## config.mk

```make
export PLATFORM = sky130hd
export DESIGN_NAME = periodic_tick_task_table_core
export DESIGN_NICKNAME = d
export VERILOG_FILES = /design/src/hw/rtl/ptt_pkg.sv /design/src/hw/rtl/ptt_ctrl.sv /design/src/hw/rtl/ptt_datapath.sv /design/src/hw/rtl/periodic_tick_task_table_core.sv
export SDC_FILE = /design/constraint.sdc
export NUM_CORES = 1
export LEC_CHECK = 0
export BUFFER_PORTS_ARGS = -buffer_cell sky130_fd_sc_hd__buf_2
export CAP_MARGIN = 20
export CORE_UTILIZATION = 62
export DETAILED_ROUTE_END_ITERATION = 10
export PLACE_DENSITY = 0.84
export SYNTH_ARGS = -nofsm -noshare
export SYNTH_HDL_FRONTEND = slang
export SYNTH_SLANG_ARGS = --single-unit
export TNS_END_PERCENT = 100
```

## constraint.sdc

```tcl
create_clock -name clk -period 5.1 [get_ports clk]
set_input_delay 0.51 -clock clk [delete_from_list [all_inputs] [get_ports clk]]
set_output_delay 0.51 -clock clk [all_outputs]
set_load 0.005 [all_outputs]
```

## src/hw/rtl/ptt_pkg.sv

```systemverilog
// ----------------------------------------------------------------------------
// ptt_pkg
// Shared constants, codes and controller/datapath interface types for the
// periodic tick task table.
// ----------------------------------------------------------------------------
`default_nettype none

package ptt_pkg;

  // default sizes
  localparam int SLOTS_DEF       = 10;
  localparam int PERIOD_BITS_DEF = 16;
  localparam int ID_BITS_DEF     = 8;

  // fixed port widths
  localparam int OP_W       = 2;
  localparam int ID_PORT_W  = 8;
  localparam int PER_PORT_W = 16;
  localparam int SLOT_W     = 5;
  localparam int STATUS_W   = 3;

  // operation codes
  localparam logic [OP_W-1:0] OP_TICK   = 2'd0;
  localparam logic [OP_W-1:0] OP_ADD    = 2'd1;
  localparam logic [OP_W-1:0] OP_REMOVE = 2'd2;
  localparam logic [OP_W-1:0] OP_NONE   = 2'd3;

  // result kinds
  localparam logic KIND_FIRE   = 1'b0;
  localparam logic KIND_STATUS = 1'b1;

  // status codes
  localparam logic [STATUS_W-1:0] ST_OK       = 3'd0;
  localparam logic [STATUS_W-1:0] ST_DUP      = 3'd1;
  localparam logic [STATUS_W-1:0] ST_FULL     = 3'd2;
  localparam logic [STATUS_W-1:0] ST_NOTFOUND = 3'd3;
  localparam logic [STATUS_W-1:0] ST_NULL     = 3'd4;

  // controller to datapath
  typedef struct packed {
    logic load;        // capture request, restart slot scan
    logic tick_step;   // apply tick to current slot, advance
    logic find_step;   // look up id in current slot, advance
    logic put_status;  // update table and load status result
  } cmd_t;

  // datapath to controller
  typedef struct packed {
    logic op_tick;
    logic op_skip;
    logic op_null;
    logic last_slot;
    logic slot_due;
    logic out_free;
  } sts_t;

endpackage

`default_nettype wire

```

## src/hw/rtl/ptt_ctrl.sv

```systemverilog
// ----------------------------------------------------------------------------
// ptt_ctrl
// Sequencer for the task table: accepts a request, walks the slots one per
// cycle unless a due slot stalls, and hands out commands to the datapath.
// ----------------------------------------------------------------------------
`default_nettype none

module ptt_ctrl (
  input  wire logic          clk,
  input  wire logic          rst,
  input  wire logic          in_valid,
  output logic               in_stall,
  input  wire ptt_pkg::sts_t sts,
  output ptt_pkg::cmd_t      cmd
);

  localparam logic [2:0] S_IDLE     = 3'd0;
  localparam logic [2:0] S_DISPATCH = 3'd1;
  localparam logic [2:0] S_TICK     = 3'd2;
  localparam logic [2:0] S_FIND     = 3'd3;
  localparam logic [2:0] S_STATUS   = 3'd4;

  logic [2:0] state;
  logic [2:0] state_next;

  always_comb begin
    state_next = state;
    cmd        = '0;
    in_stall   = 1'b1;
    case (state)
      S_IDLE: begin
        in_stall = 1'b0;
        if (in_valid) begin
          cmd.load   = 1'b1;
          state_next = S_DISPATCH;
        end
      end
      S_DISPATCH: begin
        if (sts.op_skip) begin
          state_next = S_IDLE;
        end else if (sts.op_tick) begin
          state_next = S_TICK;
        end else if (sts.op_null) begin
          state_next = S_STATUS;
        end else begin
          state_next = S_FIND;
        end
      end
      S_TICK: begin
        // a due slot waits until the result register can take it
        if (!sts.slot_due || sts.out_free) begin
          cmd.tick_step = 1'b1;
          if (sts.last_slot) begin
            state_next = S_IDLE;
          end
        end
      end
      S_FIND: begin
        cmd.find_step = 1'b1;
        if (sts.last_slot) begin
          state_next = S_STATUS;
        end
      end
      S_STATUS: begin
        if (sts.out_free) begin
          cmd.put_status = 1'b1;
          state_next     = S_IDLE;
        end
      end
      default: begin
        state_next = S_IDLE;
      end
    endcase
  end

  always_ff @(posedge clk) begin
    if (rst) begin
      state <= S_IDLE;
    end else begin
      state <= state_next;
    end
  end

endmodule

`default_nettype wire

```

## src/hw/rtl/ptt_datapath.sv

```systemverilog
// ----------------------------------------------------------------------------
// ptt_datapath
// Slot table, request registers, scan index, lookup results and the output
// result register.
// ----------------------------------------------------------------------------
`default_nettype none

module ptt_datapath #(
  parameter int SLOTS       = ptt_pkg::SLOTS_DEF,
  parameter int PERIOD_BITS = ptt_pkg::PERIOD_BITS_DEF,
  parameter int ID_BITS     = ptt_pkg::ID_BITS_DEF
) (
  input  wire logic                           clk,
  input  wire logic                           rst,
  input  wire logic [ptt_pkg::OP_W-1:0]       operation,
  input  wire logic [ptt_pkg::ID_PORT_W-1:0]  task_id,
  input  wire logic [ptt_pkg::PER_PORT_W-1:0] period_ms,
  input  wire logic                           out_stall,
  input  wire ptt_pkg::cmd_t                  cmd,
  output ptt_pkg::sts_t                       sts,
  output logic                                out_valid,
  output logic                                kind,
  output logic [ptt_pkg::ID_PORT_W-1:0]       fired_task,
  output logic [ptt_pkg::SLOT_W-1:0]          slot_index,
  output logic [ptt_pkg::STATUS_W-1:0]        status,
  output logic                                last
);

  localparam int IDX_W = (SLOTS > 1) ? $clog2(SLOTS) : 1;
  localparam logic [IDX_W-1:0] IDX_LAST = IDX_W'(SLOTS - 1);
  localparam logic [31:0] PMAX = 32'((64'd1 << PERIOD_BITS) - 64'd1);

  // slot table
  logic                   slot_valid     [SLOTS];
  logic [ID_BITS-1:0]     slot_task      [SLOTS];
  logic [PERIOD_BITS-1:0] slot_period    [SLOTS];
  logic [PERIOD_BITS-1:0] slot_countdown [SLOTS];

  // request
  logic [ptt_pkg::OP_W-1:0] op_reg;
  logic [ID_BITS-1:0]       id_reg;
  logic [PERIOD_BITS-1:0]   per_reg;

  // scan
  logic [IDX_W-1:0] idx;
  logic             hit_found;
  logic [IDX_W-1:0] hit_idx;
  logic             free_found;
  logic [IDX_W-1:0] free_idx;

  logic [SLOTS-1:0]             due;
  logic [SLOTS-1:0]             due_above;
  logic                         cur_valid;
  logic                         cur_due;
  logic [31:0]                  per_wide;
  logic [31:0]                  per_sat;
  logic                         is_add;
  logic                         do_insert;
  logic                         do_remove;
  logic                         load_out;
  logic                         res_kind;
  logic [ptt_pkg::ID_PORT_W-1:0] res_id;
  logic [ptt_pkg::SLOT_W-1:0]    res_slot;
  logic [ptt_pkg::STATUS_W-1:0]  res_status;
  logic                         res_last;

  // period clamp into 1 .. 2^PERIOD_BITS-1
  always_comb begin
    per_wide = 32'(period_ms);
    if (per_wide == 32'd0) begin
      per_sat = 32'd1;
    end else if (per_wide > PMAX) begin
      per_sat = PMAX;
    end else begin
      per_sat = per_wide;
    end
  end

  // due flags per slot, and whether any slot past the scan index is due
  always_comb begin
    for (int j = 0; j < SLOTS; j++) begin
      due[j]       = slot_valid[j] && (slot_countdown[j] <= PERIOD_BITS'(1));
      due_above[j] = due[j] && (IDX_W'(j) > idx);
    end
  end

  assign cur_valid = slot_valid[idx];
  assign cur_due   = due[idx];
  assign is_add    = (op_reg == ptt_pkg::OP_ADD);
  assign do_insert = cmd.put_status && is_add && (id_reg != '0) && !hit_found && free_found;
  assign do_remove = cmd.put_status && (op_reg == ptt_pkg::OP_REMOVE) && (id_reg != '0)
                     && hit_found;
  assign load_out  = (cmd.tick_step && cur_due) || cmd.put_status;

  always_comb begin
    sts.op_tick   = (op_reg == ptt_pkg::OP_TICK);
    sts.op_skip   = (op_reg == ptt_pkg::OP_NONE);
    sts.op_null   = (id_reg == '0);
    sts.last_slot = (idx == IDX_LAST);
    sts.slot_due  = cur_due;
    sts.out_free  = !out_valid || !out_stall;
  end

  // next result
  always_comb begin
    res_kind   = ptt_pkg::KIND_STATUS;
    res_id     = ptt_pkg::ID_PORT_W'(id_reg);
    res_slot   = '0;
    res_status = ptt_pkg::ST_OK;
    res_last   = 1'b1;
    if (cmd.tick_step) begin
      res_kind = ptt_pkg::KIND_FIRE;
      res_id   = ptt_pkg::ID_PORT_W'(slot_task[idx]);
      res_slot = ptt_pkg::SLOT_W'(idx);
      res_last = ~|due_above;
    end else if (id_reg == '0) begin
      res_id     = '0;
      res_status = ptt_pkg::ST_NULL;
    end else if (is_add) begin
      if (hit_found) begin
        res_slot   = ptt_pkg::SLOT_W'(hit_idx);
        res_status = ptt_pkg::ST_DUP;
      end else if (free_found) begin
        res_slot = ptt_pkg::SLOT_W'(free_idx);
      end else begin
        res_status = ptt_pkg::ST_FULL;
      end
    end else begin
      if (hit_found) begin
        res_slot = ptt_pkg::SLOT_W'(hit_idx);
      end else begin
        res_status = ptt_pkg::ST_NOTFOUND;
      end
    end
  end

  // control state
  always_ff @(posedge clk) begin
    if (rst) begin
      out_valid  <= 1'b0;
      idx        <= '0;
      hit_found  <= 1'b0;
      free_found <= 1'b0;
      for (int j = 0; j < SLOTS; j++) begin
        slot_valid[j] <= 1'b0;
      end
    end else begin
      if (load_out) begin
        out_valid <= 1'b1;
      end else if (out_valid && !out_stall) begin
        out_valid <= 1'b0;
      end
      if (cmd.load) begin
        idx        <= '0;
        hit_found  <= 1'b0;
        free_found <= 1'b0;
      end
      if (cmd.tick_step || cmd.find_step) begin
        idx <= idx + IDX_W'(1);
      end
      if (cmd.find_step) begin
        if (cur_valid && (slot_task[idx] == id_reg) && !hit_found) begin
          hit_found <= 1'b1;
        end
        if (!cur_valid && !free_found) begin
          free_found <= 1'b1;
        end
      end
      if (do_insert) begin
        slot_valid[free_idx] <= 1'b1;
      end
      if (do_remove) begin
        slot_valid[hit_idx] <= 1'b0;
      end
    end
  end

  // payload
  always_ff @(posedge clk) begin
    if (cmd.load) begin
      op_reg  <= operation;
      id_reg  <= ID_BITS'(task_id);
      per_reg <= per_sat[PERIOD_BITS-1:0];
    end
    if (cmd.find_step) begin
      if (cur_valid && (slot_task[idx] == id_reg) && !hit_found) begin
        hit_idx <= idx;
      end
      if (!cur_valid && !free_found) begin
        free_idx <= idx;
      end
    end
    if (cmd.tick_step) begin
      if (cur_due) begin
        slot_countdown[idx] <= slot_period[idx];
      end else if (cur_valid) begin
        slot_countdown[idx] <= slot_countdown[idx] - PERIOD_BITS'(1);
      end
    end
    if (do_insert) begin
      slot_task[free_idx]      <= id_reg;
      slot_period[free_idx]    <= per_reg;
      slot_countdown[free_idx] <= PERIOD_BITS'(1);
    end
    if (load_out) begin
      kind       <= res_kind;
      fired_task <= res_id;
      slot_index <= res_slot;
      status     <= res_status;
      last       <= res_last;
    end
  end

endmodule

`default_nettype wire

```

## src/hw/rtl/periodic_tick_task_table_core.sv

```systemverilog
// ----------------------------------------------------------------------------
// periodic_tick_task_table_core
// Table of periodic tasks: tick requests fire due tasks in slot order, add and
// remove requests manage the table and return one status result each.
// ----------------------------------------------------------------------------
//
//   channel  handshake            payload
//   -------  -------------------  -----------------------------------------
//   in       in_valid / in_stall  operation, task_id, period_ms
//   out      out_valid/ out_stall kind, fired_task, slot_index, status, last
//
// a tick runs dispatch then the slot scan, add and remove dispatch, scan and status,
// a null id dispatch and status; the scan visits one slot per cycle in the datapath
// a due slot waits in the scan while the output register is full and stalled
// a request is taken while the previous result still waits on the output
// reset frees every slot at once; slot ids and periods are written only on add
`default_nettype none

module periodic_tick_task_table_core #(
  parameter int SLOTS       = ptt_pkg::SLOTS_DEF,
  parameter int PERIOD_BITS = ptt_pkg::PERIOD_BITS_DEF,
  parameter int ID_BITS     = ptt_pkg::ID_BITS_DEF
) (
  input  wire logic                           clk,
  input  wire logic                           rst,
  input  wire logic                           in_valid,
  output logic                                in_stall,
  input  wire logic [ptt_pkg::OP_W-1:0]       operation,
  input  wire logic [ptt_pkg::ID_PORT_W-1:0]  task_id,
  input  wire logic [ptt_pkg::PER_PORT_W-1:0] period_ms,
  output logic                                out_valid,
  input  wire logic                           out_stall,
  output logic                                kind,
  output logic [ptt_pkg::ID_PORT_W-1:0]       fired_task,
  output logic [ptt_pkg::SLOT_W-1:0]          slot_index,
  output logic [ptt_pkg::STATUS_W-1:0]        status,
  output logic                                last
);

  ptt_pkg::cmd_t cmd;
  ptt_pkg::sts_t sts;

  ptt_ctrl u_ctrl (
    .clk      (clk),
    .rst      (rst),
    .in_valid (in_valid),
    .in_stall (in_stall),
    .sts      (sts),
    .cmd      (cmd)
  );

  ptt_datapath #(
    .SLOTS       (SLOTS),
    .PERIOD_BITS (PERIOD_BITS),
    .ID_BITS     (ID_BITS)
  ) u_datapath (
    .clk        (clk),
    .rst        (rst),
    .operation  (operation),
    .task_id    (task_id),
    .period_ms  (period_ms),
    .out_stall  (out_stall),
    .cmd        (cmd),
    .sts        (sts),
    .out_valid  (out_valid),
    .kind       (kind),
    .fired_task (fired_task),
    .slot_index (slot_index),
    .status     (status),
    .last       (last)
  );

endmodule

`default_nettype wire

```

# Word level (Yosys, flattened, before mapping)
# Memory sizes are Yosys's and may differ from the RTL's. A register that Yosys moved wholly into a read port is not among the register bits.
# Cells that the tools add are included.
# word_totals
output_inout_bits	20
register_bits	62
elab_cells	194
ram_bits	410
memories	4
inputBits	30
# memory_table
memory	words	width	read_ports	rd_ports_with_merged_regs	wr	line_no	rtl
u_datapath.slot_countdown	10	16	11	1	1	ptt_datapath.sv:37	logic [PERIOD_BITS-1:0] slot_countdown [SLOTS];
u_datapath.slot_period	10	16	1	1	1	ptt_datapath.sv:36	logic [PERIOD_BITS-1:0] slot_period [SLOTS];
u_datapath.slot_task	10	8	1	1	1	ptt_datapath.sv:35	logic [ID_BITS-1:0] slot_task [SLOTS];
u_datapath.slot_valid	10	1	11	1	10	ptt_datapath.sv:34	logic slot_valid [SLOTS];
# classes
magnitude_cmp	21
muxes	77
n_reduce_logical	58
addsub	2
n_bitwise	1
eq_ne	14
# op_table
cell	n
16-bit by 1-bit <= comparator with 1-bit output (second input constant)	10
4-bit two-way mux	17
1-bit two-way mux	39
3-bit two-way mux	11
1-bit logical AND	32
16-bit two-way mux	2
3-bit by 4-bit greater-than comparator with 1-bit output (first input constant)	4
16-bit logical NOT	1
8-bit two-way mux	2
16-bit OR reduction	1
16-bit by 1-bit subtractor with 16-bit output (second input constant)	1
3-bit case mux with 5 select lines	1
5-bit two-way mux	2
10-bit OR reduction	1
8-bit == test	1
1-bit by 4-bit greater-than comparator with 1-bit output (first input constant)	2
2-bit by 4-bit greater-than comparator with 1-bit output (first input constant)	2
4-bit greater-than comparator (first input constant)	2
8-bit logical NOT	1
8-bit nonzero test	1
1-bit logical NOT	7
3-bit by 2-bit == test with 1-bit output (second input constant)	2
2-bit != test (second input constant)	3
4-bit by 5-bit less-than comparator with 1-bit output (second input constant)	1
18 further kinds	27

# Depth between registers and ports, before layout
# Gate-level depths: netlist of run 1.
# depth
depth_word	14
ltp_mapped	13
depth_no_buf	9

# By module
# A second synthesis of run 1 with hierarchy kept.
# hier_totals
cells_unflattened	2149
area_unflattened_um2	25266.7
# modules_own_cells
module	area_per_inst_um2	seq_area_each_um2	cells_per_inst	instances
ptt_datapath	25042.8	14564.0	2122	1
ptt_ctrl	224.0	60.1	27	1

# Worst setup path after synthesis of run 1
# OpenSTA, ideal clock, no wires.
# synth_path
path_type	flip-flop to flip-flop
startpoint	reg u_datapath.op_reg[1] in the netlist's numbering
endpoint	mem u_datapath.slot_period[8][0] in the netlist's numbering, enable pin
arrival_ps	3943
path_buffers	0
path_stages_with_launch	6
required_time_ps	4625
slack_ps	682
period_less_slack_ps	4418
setup_ps	475
path_cell_list	edfxtp_1 > nor2b_1 > and3b_1 > nor3b_2 > nand2b_1 > nor4b_1
# synth_between
elab_chain_len	7
# synth_rtl
item	line_no	rtl
start, declared	ptt_datapath.sv:40	logic [ptt_pkg::OP_W-1:0] op_reg;
start signal, assigned	ptt_datapath.sv:181	op_reg <= operation;
2-bit by 1-bit == test with 1-bit output	ptt_datapath.sv:89	assign is_add = (op_reg == ptt_pkg::OP_ADD);
1-bit logical AND (4 in a row)	ptt_datapath.sv:90	assign do_insert = cmd.put_status && is_add && (id_reg != '0) && !hit_found && free_found;
1-bit two-way mux	ptt_datapath.sv:200	if (do_insert) begin
1-bit two-way mux (implied by the code)	ptt_datapath.sv:202	slot_period[free_idx] <= per_reg;
end, declared	ptt_datapath.sv:36	
# No other way between the ends.

==> flow_metrics.env, run 1 <==
export IMPL_status="finished, final reports clean"
export IMPL_clk_latency_ns=0.60
export IMPL_insertedDiodeCount=0
export IMPL_drv_slew=0
export IMPL_cts_buffer_depth=3
export IMPL_fin_nets=1413
export IMPL_ys_ff_latch=577
export IMPL_wl_per_cell_um=29.6
export IMPL_p_leak_nw=8.19
export IMPL_dieArea_um2=39200
export IMPL_crit_fanout=30
export IMPL_synth_top_area_cell="edfxtp_1"
export IMPL_top_layer="met4"
export IMPL_num_rows=71
export IMPL_rr_endpoint="u_datapath.slot_countdown[7][1]"
export IMPL_synth_warnings=0
export IMPL_gr_usage_all_layers=0.299
export IMPL_wl_met2_um=28500
export IMPL_fin_setup_tns_ns=0
export IMPL_hpwl_um=34000
export IMPL_crit_end="u_datapath.slot_countdown[7][1]"
export IMPL_pwr_density_cell_nw_per_um2=396
export IMPL_drc=0
export IMPL_initial_core_util=0.630
export IMPL_synth_xor_area_share=0.0103
export IMPL_setup_viol=0
export IMPL_syn_area_um2=23800
export IMPL_largest_register="u_datapath.slot_countdown"
export IMPL_viasPerCell=6.93
export IMPL_io_pins=50
export IMPL_critPathCaptureType="flip-flop"
export IMPL_relSlewSlack=0.221
export IMPL_clkSinkCount=577
export IMPL_synth_main_ff_cell="edfxtp_1"
export IMPL_avgSynthCellArea_um2=18.3
export IMPL_clk_pin_slew_worst_paths_ns=0.06
export IMPL_cts_htree_levels=2
export IMPL_async_flop_share=0
export IMPL_synth_top_area_frac=0.711
export IMPL_synth_compound_area_frac=0.0483
export IMPL_grt_pass1_vias=13400
export IMPL_cts_root_buf="clkbuf_16"
export IMPL_wl_met3_um=5730
export IMPL_fin_crit_sh=0.835
export IMPL_overflow=0
export IMPL_maxCapViolations=0
export IMPL_startpoint_type="flip-flop"
export IMPL_cp_arrival_ns=4.70
export IMPL_cts_buffers=53
export IMPL_ant_nets=0
export IMPL_startpoint="u_datapath.slot_countdown[9][6]"
export IMPL_wl_um=57000
export IMPL_dr_pass1_iters=5
export IMPL_place_gp_congestion=0.930
export IMPL_synth_edf_count=563
export IMPL_crit_required_ns=5.54
export IMPL_cts_tree="built"
export IMPL_core_area_um2=37800
export IMPL_wl_met1_um=20200
export IMPL_setup_ws_ns=0.844
export IMPL_numPortBuffers=48
export IMPL_ff2ff_setup_slack_ns=0.84
export IMPL_n_fill_cell=2250
export IMPL_vias=13300
export IMPL_drive_gt1_frac=0.236
export IMPL_synthToLayoutAreaGrowth_pct=10.6
export IMPL_grt_start_max_net_pins=57
export IMPL_ys_types=77
export IMPL_syn_inst=1297
export IMPL_pre_cts_slack_ns=0.703
export IMPL_path_class="reg2reg"
export IMPL_grt_pass1_wl_um=83800
export IMPL_min_period_ns=4.26
export IMPL_yosys_top_cells_area="edfxtp_1 71%, mux4_2 11%, mux2i_1 1.3%, dfxtp_1 1.2%, nor2_1 1.2%"
export IMPL_vdd_drop_max_mv=0.484
export IMPL_syn_num_nets=1331
export IMPL_ctsHoldBuffers=0
export IMPL_die_h_um=198
export IMPL_fmax_mhz=235
export IMPL_die_w_um=198
export IMPL_largest_reg_flops=256
export IMPL_r2r_start="u_datapath.slot_countdown[9][6]"
export IMPL_ys_top_cells_by_count="563 x edfxtp_1, 111 x mux4_2, 73 x nor2_1"
export IMPL_yosys_area_share_simple=0.0603
export IMPL_yosysSeqAreaShare=0.722
export IMPL_cts_resized=0
export IMPL_drtIter0Drc=1527
export IMPL_biggestRegsByFlops="u_datapath.slot_countdown: 256 flops, u_datapath.slot_period: 160 flops, u_datapath.slot_task: 80 flops"
export IMPL_r2r_cells=10
export IMPL_tightest_slew_ns=1.16
export IMPL_rsz0062_at_grt="no"
export IMPL_antenna_found_initial=0
export IMPL_synth_adder_area_share=0.00252
export IMPL_synth_top_family_by_area="multiplexers"
export IMPL_finalHoldViolCount=0
export IMPL_skew_ns=0.0206
export IMPL_muxShareOfSynthArea=0.134
export IMPL_worstHoldPathType="in2reg"
export IMPL_post_cts_setup_buffers=0
export IMPL_yosysMostFrequentCell="edfxtp_1"
cells in the final DEF, fill, tap and decap left out, types with 9 or more instances in the layout:
cell	Yosys	routed
a211oi_1	25	25
a21oi_1	43	43
a22oi_1	19	19
a31oi_1	9	9
buf_2	16	48
buf_4	8	58
clkbuf_1	41	11
clkbuf_16	0	54
clkinv_1	0	13
clkinv_2	0	9
dfxtp_1	14	10
edfxtp_1	563	563
inv_1	11	11
mux2_2	12	12
mux2i_1	32	32
mux4_2	111	111
nand2_1	29	29
nand3_1	13	13
nand4_1	10	10
nor2_1	73	71
nor2b_1	31	31
nor3_1	17	11
nor4_1	35	34
nor4b_1	10	9
o21ai_0	12	11
o21ai_1	13	14
o21bai_1	9	9
xnor2_1	18	18
xor2_1	10	10
metrics by stage:
| step | hold slack, ns | std cells | util | cell area [um2] | power [mW] |
|---|---|---|---|---|---|
| final | 0.0904 | 1926 | 0.697 | 26300 | 10.4 |
| after detailed placement | 0.535 | 1825 | 0.653 | 24600 | 6.78 |
| after global placement | 0.524 | 1825 | 0.653 | 24600 | 6.74 |
| after CTS | 0.0752 | 1916 | 0.695 | 26200 | 10.4 |
| after global routing | 0.0728 | 1926 | 0.697 | 26300 | 10.7 |
| after floorplan | 0.424 | 1297 | - | 23800 | 6.48 |
cells by family after synthesis:
family / Yosys count
AO/OA/AOI/OAI: 166
XOR/XNOR: 28
adder cells (fa/ha/maj): 5
buffers and inverters: 96
flip-flops: 577
multiplexers: 164
other: 1
AND/OR/NAND/NOR: 260
power breakdown:
| group | switching [mW] | internal [mW] | leakage [nW] | total, mW |
|---|---|---|---|---|
| clock | 1.65 | 2.03 | 0.779 | 3.68 |
| sequential | 0.171 | 5.47 | 5.22 | 5.64 |
| combinational | 0.631 | 0.477 | 2.19 | 1.11 |
area by class of cell:
type / count / area (um2) / area share
timing repair buffer: 108 / 723 / 0.0275
inverter: 15 / 56.3 / 0.00214
clock inverter: 26 / 190 / 0.00723
clock buffer: 65 / 1390 / 0.0529
multi-input combinational: 624 / 6120 / 0.233
sequential: 577 / 17200 / 0.653
tap: 511 / 639 / 0.0243
metal layers:
metal	up-vias	GRT usage
li1	5470	-
met5	-	0
met2	934	0.489
met3	172	0.0567
met1	6773	0.389
met4	0	0.144
how the worst min path moves through the flow:
stage | cells after the start | slack [ns] | end | startpoint
2_1_floorplan | 0 | 0.42 | u_datapath.free_idx[2] | u_datapath.idx[2]
3_3_place_gp | 2 | 0.52 | u_datapath.out_valid | u_datapath.out_valid
3_5_place_dp | 2 | 0.53 | u_datapath.free_found | u_datapath.free_found
4_1_cts | 1 | 0.08 | u_datapath.op_reg[1] | operation[1]
5_1_grt | 1 | 0.07 | u_datapath.id_reg[2] | task_id[2]
6_report | 1 | 0.09 | u_datapath.op_reg[1] | operation[1]
worst max-delay path, stage by stage, from the launching register on:
cell and delay, ns:
edfxtp_1 0.42, nor4_1 0.92, nand4_1 0.40, mux2_2 0.38, nor2_1 0.11, a222oi_1 0.19, and3_1 0.32, buf_16 0.20
a211o_1 0.24, a21oi_1 0.63, buf_4 0.29
(Power assumes the default switching activity.)
==> run 2, diff against run 1 <==
--- a/config.mk
+++ b/config.mk
@@ -7,9 +7,9 @@
 export LEC_CHECK = 0
 export BUFFER_PORTS_ARGS = -buffer_cell sky130_fd_sc_hd__buf_2
 export CAP_MARGIN = 20
-export CORE_UTILIZATION = 62
+export CORE_UTILIZATION = 56
 export DETAILED_ROUTE_END_ITERATION = 10
-export PLACE_DENSITY = 0.84
+export PLACE_DENSITY = 0.8
 export SYNTH_ARGS = -nofsm -noshare
 export SYNTH_HDL_FRONTEND = slang
 export SYNTH_SLANG_ARGS = --single-unit
==> constraint.sdc (replaced) <==
create_clock -name clk -period 3.9 [get_ports clk]
set_input_delay 0.39 -clock clk [delete_from_list [all_inputs] [get_ports clk]]
set_output_delay 0.39 -clock clk [all_outputs]
set_load 0.005 [all_outputs]
==> run 2 against run 1 <==
  * Sequential share of layout area decreased by 2.3 points
  * Combinational power increased by 47%
  * Global-route usage is 3.6 points lower
  * Count of clock-buffer cells in the layout did not move
  * Hold slack got worse by 0.047 ns
  * Non-clock buffer count up 68
  * Core utilization shrank 4.7 points
  * First-iteration DRC count up 16%
  * Via count grew 1.1%
  * Power is 39% higher
  * Critical path depth is 3 lower
  * Setup slack worse by 0.68 ns
==> flow_metrics.env, run 2 (synthesis results as in run 1) <==
export IMPL_skew_ns=0.0235
export IMPL_crit_fanout=26
export IMPL_ant_nets=0
export IMPL_overflow=0
export IMPL_r2r_cells=7
export IMPL_status="finished, final reports clean"
export IMPL_dieArea_um2=43300
export IMPL_drtIter0Drc=1764
export IMPL_hold_slack_ns=0.0431
export IMPL_startpoint_type="flip-flop"
export IMPL_place_gp_congestion=0.969
export IMPL_drv_slew=0
export IMPL_grt_start_max_net_pins=43
export IMPL_antenna_found_initial=0
export IMPL_clk_pin_slew_worst_paths_ns=0.06
export IMPL_pwr_density_cell_nw_per_um2=531
export IMPL_layout_common_cells="563 x edfxtp_1, 111 x mux4_2, 97 x buf_4"
export IMPL_cp_arrival_ns=4.07
export IMPL_cts_buffer_depth=3
export IMPL_drc=0
export IMPL_insertedDiodeCount=0
export IMPL_wl_per_cell_um=27.5
export IMPL_vias=13500
export IMPL_rsz0062_at_grt="no"
export IMPL_cp_cell_sequence="buf_4, mux4_2, mux4_2, and3_1, buf_4, a211oi_1, a211o_1"
export IMPL_worstHoldPathCells=3
export IMPL_relSlewSlack=0.388
export IMPL_cts_root_buf="clkbuf_16"
export IMPL_pre_cts_slack_ns=0.141
export IMPL_core_area_um2=41900
export IMPL_fin_nets=1483
export IMPL_viasPerCell=6.64
export IMPL_final_common_cell="edfxtp_1"
export IMPL_finalHoldViolCount=0
export IMPL_slowest_stage="mux4_2"
export IMPL_wl_um=55900
export IMPL_clkSinkCount=577
export IMPL_initial_core_util=0.567
export IMPL_biggestRegsByFlops="u_datapath.slot_countdown: 256 flops, u_datapath.slot_period: 160 flops, u_datapath.slot_task: 80 flops"
export IMPL_io_pins=50
export IMPL_path_class="reg2reg"
export IMPL_tightest_slew_ns=0.908
export IMPL_ff2ff_setup_slack_ns=0.16
export IMPL_setup_viol=0
export IMPL_min_period_ns=3.74
export IMPL_crit_required_ns=4.23
export IMPL_critPathCaptureType="flip-flop"
export IMPL_maxCapViolations=0
export IMPL_vdd_drop_max_mv=0.481
export IMPL_grt_pass1_wl_um=83700
export IMPL_setup_ws_ns=0.159
export IMPL_num_rows=75
export IMPL_slowest_delay_ns=0.59
export IMPL_die_h_um=208
export IMPL_hpwl_um=34600
export IMPL_fin_setup_tns_ns=0
export IMPL_cts_tree="built"
export IMPL_fin_crit_sh=0.959
export IMPL_numPortBuffers=48
export IMPL_clk_latency_ns=0.62
export IMPL_fmax_mhz=267
export IMPL_worstHoldPathType="in2reg"
export IMPL_largest_reg_flops=256
export IMPL_p_leak_nw=8.66
export IMPL_die_w_um=208
export IMPL_largest_register="u_datapath.slot_countdown"
export IMPL_drive_gt1_frac=0.267
export IMPL_synthToLayoutAreaGrowth_pct=14.6
export IMPL_dr_pass1_iters=7
export IMPL_gr_usage_all_layers=0.262
export IMPL_grt_pass1_vias=13700
export IMPL_cts_htree_levels=2
export IMPL_cts_buffers=55
## run 2: cell types whose count changed in the layout (fill, tap and decap cells not counted), sizes merged
cell,previous run,this run
bufinv,2,8
clkinvlp,0,3
clkinv,23,25
buf,108,151
dlygate4sd3,0,25
## run 2: final timing paths
check                                          to             startpoint
setup reg to reg  u_datapath.slot_countdown[6][0]              flip-flop
setup / recovery  u_datapath.slot_countdown[6][0]              flip-flop
hold reg to reg             u_datapath.free_found  u_datapath.free_found
hold / removal               u_datapath.out_valid              out_stall
## run 2: final cells by class
class                      count  area [um2]
timing repair buffer         176        1320
clock inverter                37         400
inverter                      15        56.3
multi-input combinational    624        6150
fill                        2684       14700
sequential                   577       17200
tap                          539         674
clock buffer                  65        1470
## run 2: metal layers
layer | track usage | vias up | wire, um | share of wire
met1 | 0.348 | 6886 | 21000 | 0.38
met3 | 0.0522 | 147 | 5310 | 0.095
met2 | 0.434 | 829 | 27700 | 0.49
met5 | 0 | - | 0 | 0
li1 | - | 5628 | - | -
met4 | 0.0971 | 0 | 1940 | 0.035
## run 2: stage by stage
| step | area [um2] | util | cells | total power, mW |
|---|---|---|---|---|
| finish | 27300 | 0.650 | 2033 | 14.5 |
| global route | 27300 | 0.650 | 2033 | 14.8 |
| CTS | 27200 | 0.650 | 2032 | 14.5 |
| detailed placement | 25100 | 0.599 | 1905 | 9.04 |
| global placement | 25100 | 0.599 | 1905 | 8.98 |
| floorplan | 23800 | - | 1297 | 8.47 |
## run 2: repair_timing
action	CTS	global route
hold buffers	25	0
hold endpoints to repair	25	0
resized for setup	0	3
endpoints found under the setup margin	0	36
setup buffers	0	1
## run 2: power breakdown
part / internal [mW] / leakage, nW / switching [mW]
Sequential: 7.15 / 5.22 / 0.192
Combinational: 0.710 / 2.52 / 0.916
Clock: 3.21 / 0.917 / 2.29
Total: 11.1 / 8.66 / 3.40
## run 2: worst max-delay path: cells and delay by family, from the launching register on
kind	cells	cell delay (ns)
AND/OR/NAND/NOR	1	0.34
AO/OA/AOI/OAI	2	0.84
flip-flops	1	0.55
multiplexers	2	1.12
buffers and inverters	2	0.58
==> run 3, diff against run 2 <==
--- a/config.mk
+++ b/config.mk
@@ -7,9 +7,9 @@
 export LEC_CHECK = 0
 export BUFFER_PORTS_ARGS = -buffer_cell sky130_fd_sc_hd__buf_2
 export CAP_MARGIN = 20
-export CORE_UTILIZATION = 56
+export CORE_UTILIZATION = 62
 export DETAILED_ROUTE_END_ITERATION = 10
-export PLACE_DENSITY = 0.8
+export PLACE_DENSITY = 0.84
 export SYNTH_ARGS = -nofsm -noshare
 export SYNTH_HDL_FRONTEND = slang
 export SYNTH_SLANG_ARGS = --single-unit
==> constraint.sdc (replaced) <==
create_clock -name clk -period 4.2 [get_ports clk]
set_input_delay 0.42 -clock clk [delete_from_list [all_inputs] [get_ports clk]]
set_output_delay 0.42 -clock clk [all_outputs]
set_load 0.005 [all_outputs]
==> run 3 against run 2 <==
  * Global-route usage rose by 4.4 points
  * Fmax fell by 9.2%
  * Non-clock buffer count fell by 39
  * Sequential share of layout area rose by 1.3 points
  * Via count rose by 1.2%
  * Sequential power fell by 7.4%
==> flow_metrics.env, run 3 (synthesis results as in run 1) <==
export IMPL_status="finished, final reports clean"
export IMPL_cts_buffer_depth=3
export IMPL_hold_slack_ns=0.00898
export IMPL_ff2ff_setup_slack_ns=0.08
export IMPL_hpwl_um=35600
export IMPL_dr_pass1_iters=6
export IMPL_numPortBuffers=48
export IMPL_largest_register="u_datapath.slot_countdown"
export IMPL_vdd_drop_max_mv=0.527
export IMPL_ctsHoldBuffers=0
export IMPL_rsz0062_at_grt="no"
export IMPL_viasPerCell=6.96
export IMPL_min_period_ns=4.12
export IMPL_crit_fanout=10
export IMPL_p_leak_nw=8.39
export IMPL_overflow=0
export IMPL_r2r_cells=9
export IMPL_fin_nets=1441
export IMPL_worstHoldPathType="in2reg"
export IMPL_fmax_mhz=243
export IMPL_cts_root_buf="clkbuf_16"
export IMPL_grt_pass1_vias=13800
export IMPL_clk_pin_slew_worst_paths_ns=0.06
export IMPL_synthToLayoutAreaGrowth_pct=12.2
export IMPL_maxCapViolations=0
export IMPL_die_w_um=198
export IMPL_skew_ns=0.0145
export IMPL_num_rows=71
export IMPL_layout_common_cells="563 x edfxtp_1, 111 x mux4_2, 84 x buf_4"
export IMPL_antenna_found_initial=0
export IMPL_critPathCaptureType="flip-flop"
export IMPL_grt_pass1_wl_um=86500
export IMPL_drtIter0Drc=1763
export IMPL_clkSinkCount=577
export IMPL_largest_reg_flops=256
export IMPL_vias=13700
export IMPL_r2r_start="u_datapath.slot_countdown[6][2]"
export IMPL_io_pins=50
export IMPL_final_common_cell="edfxtp_1"
export IMPL_tightest_slew_ns=1.11
export IMPL_fin_total_pwr_mw=13.0
export IMPL_cp_arrival_ns=4.39
export IMPL_dieArea_um2=39200
export IMPL_pwr_density_cell_nw_per_um2=488
export IMPL_relSlewSlack=0.257
export IMPL_drc=0
export IMPL_wl_per_cell_um=29.8
export IMPL_pre_cts_slack_ns=0.187
export IMPL_cts_htree_levels=2
export IMPL_place_gp_congestion=0.975
export IMPL_cts_buffers=52
export IMPL_hold_end="u_datapath.id_reg[1]"
export IMPL_gr_usage_all_layers=0.306
export IMPL_die_h_um=198
export IMPL_crit_required_ns=4.47
export IMPL_worstHoldPathCells=1
export IMPL_grt_start_max_net_pins=73
export IMPL_insertedDiodeCount=0
export IMPL_fin_crit_sh=0.981
export IMPL_setup_ws_ns=0.0780
export IMPL_holdCritStartpoint="task_id[1]"
export IMPL_path_class="reg2reg"
export IMPL_core_area_um2=37800
export IMPL_cts_tree="built"
export IMPL_drive_gt1_frac=0.256
export IMPL_startpoint_type="flip-flop"
export IMPL_fin_setup_tns_ns=0
export IMPL_ant_nets=0
export IMPL_clk_latency_ns=0.59
export IMPL_n_fill_cell=2203
export IMPL_initial_core_util=0.630
export IMPL_finalHoldViolCount=0
export IMPL_wl_um=58500
export IMPL_setup_viol=0
export IMPL_drv_slew=0
export IMPL_biggestRegsByFlops="u_datapath.slot_countdown: 256 flops, u_datapath.slot_period: 160 flops, u_datapath.slot_task: 80 flops"
export IMPL_rr_endpoint="u_datapath.slot_countdown[0][1]"
-- run 3: worst max-delay path by stage --
stage / cells after the start / endpoint / startpoint
3_3_place_gp: 8 / u_datapath.slot_countdown[14][15] / flip-flop
2_1_floorplan: 5 / u_datapath.slot_period[1][0] / u_datapath.op_reg[1]
5_1_grt: 9 / u_datapath.slot_countdown[0][7] / u_datapath.slot_countdown[6][2]
4_1_cts: 9 / u_datapath.slot_countdown[10][10] / flip-flop
6_report: 9 / u_datapath.slot_countdown[0][1] / u_datapath.slot_countdown[6][2]
3_5_place_dp: 9 / u_datapath.slot_countdown[8][10] / flip-flop
-- run 3: worst max-delay path: stages, from the launching register on --
cell	delay [ns]
edfxtp_1	0.41
nor4_1	0.75
nand4_1	0.35
mux2_2	0.38
o22ai_1	0.17
a222oi_1	0.18
mux2_2	0.31
a31oi_1	0.18
nor2_1	0.70
buf_4	0.38
-- run 3: cell type report --
class | instances | area, um2 | share of cell area
sequential | 577 | 17200 | 0.644
multi-input combinational | 624 | 6140 | 0.230
clock buffer | 61 | 1360 | 0.0508
timing repair buffer | 137 | 971 | 0.0364
tap | 511 | 639 | 0.0239
clock inverter | 35 | 345 | 0.0129
inverter | 15 | 56.3 | 0.00211
-- run 3: stage by stage --
step,area [um2],cells,utilization
2_1_floorplan,23800,1297,-
3_3_place_gp,24900,1856,0.660
3_5_place_dp,24900,1856,0.660
4_1_cts,26600,1952,0.706
5_1_grt,26700,1960,0.707
6_report,26700,1960,0.707
-- run 3: power by group --
group	switching, mW	internal [mW]
combinational	0.842	0.630
clock	2.03	2.73
sequential	0.166	6.64
total	3.04	10.0
-- run 3: what timing repair did --
action                     CTS  global route
setup endpoints to repair    0            25
resized for setup            0             2
buffers inserted             0             0
-- run 3: metal layers --
| layer | track usage | vias up | part of all wire |
|---|---|---|---|
| met3 | 0.0521 | 208 | 0.099 |
| li1 | - | 5526 | - |
| met4 | 0.143 | 0 | 0.048 |
| met2 | 0.501 | 1038 | 0.49 |
| met1 | 0.406 | 6879 | 0.36 |
| met5 | 0 | - | 0 |
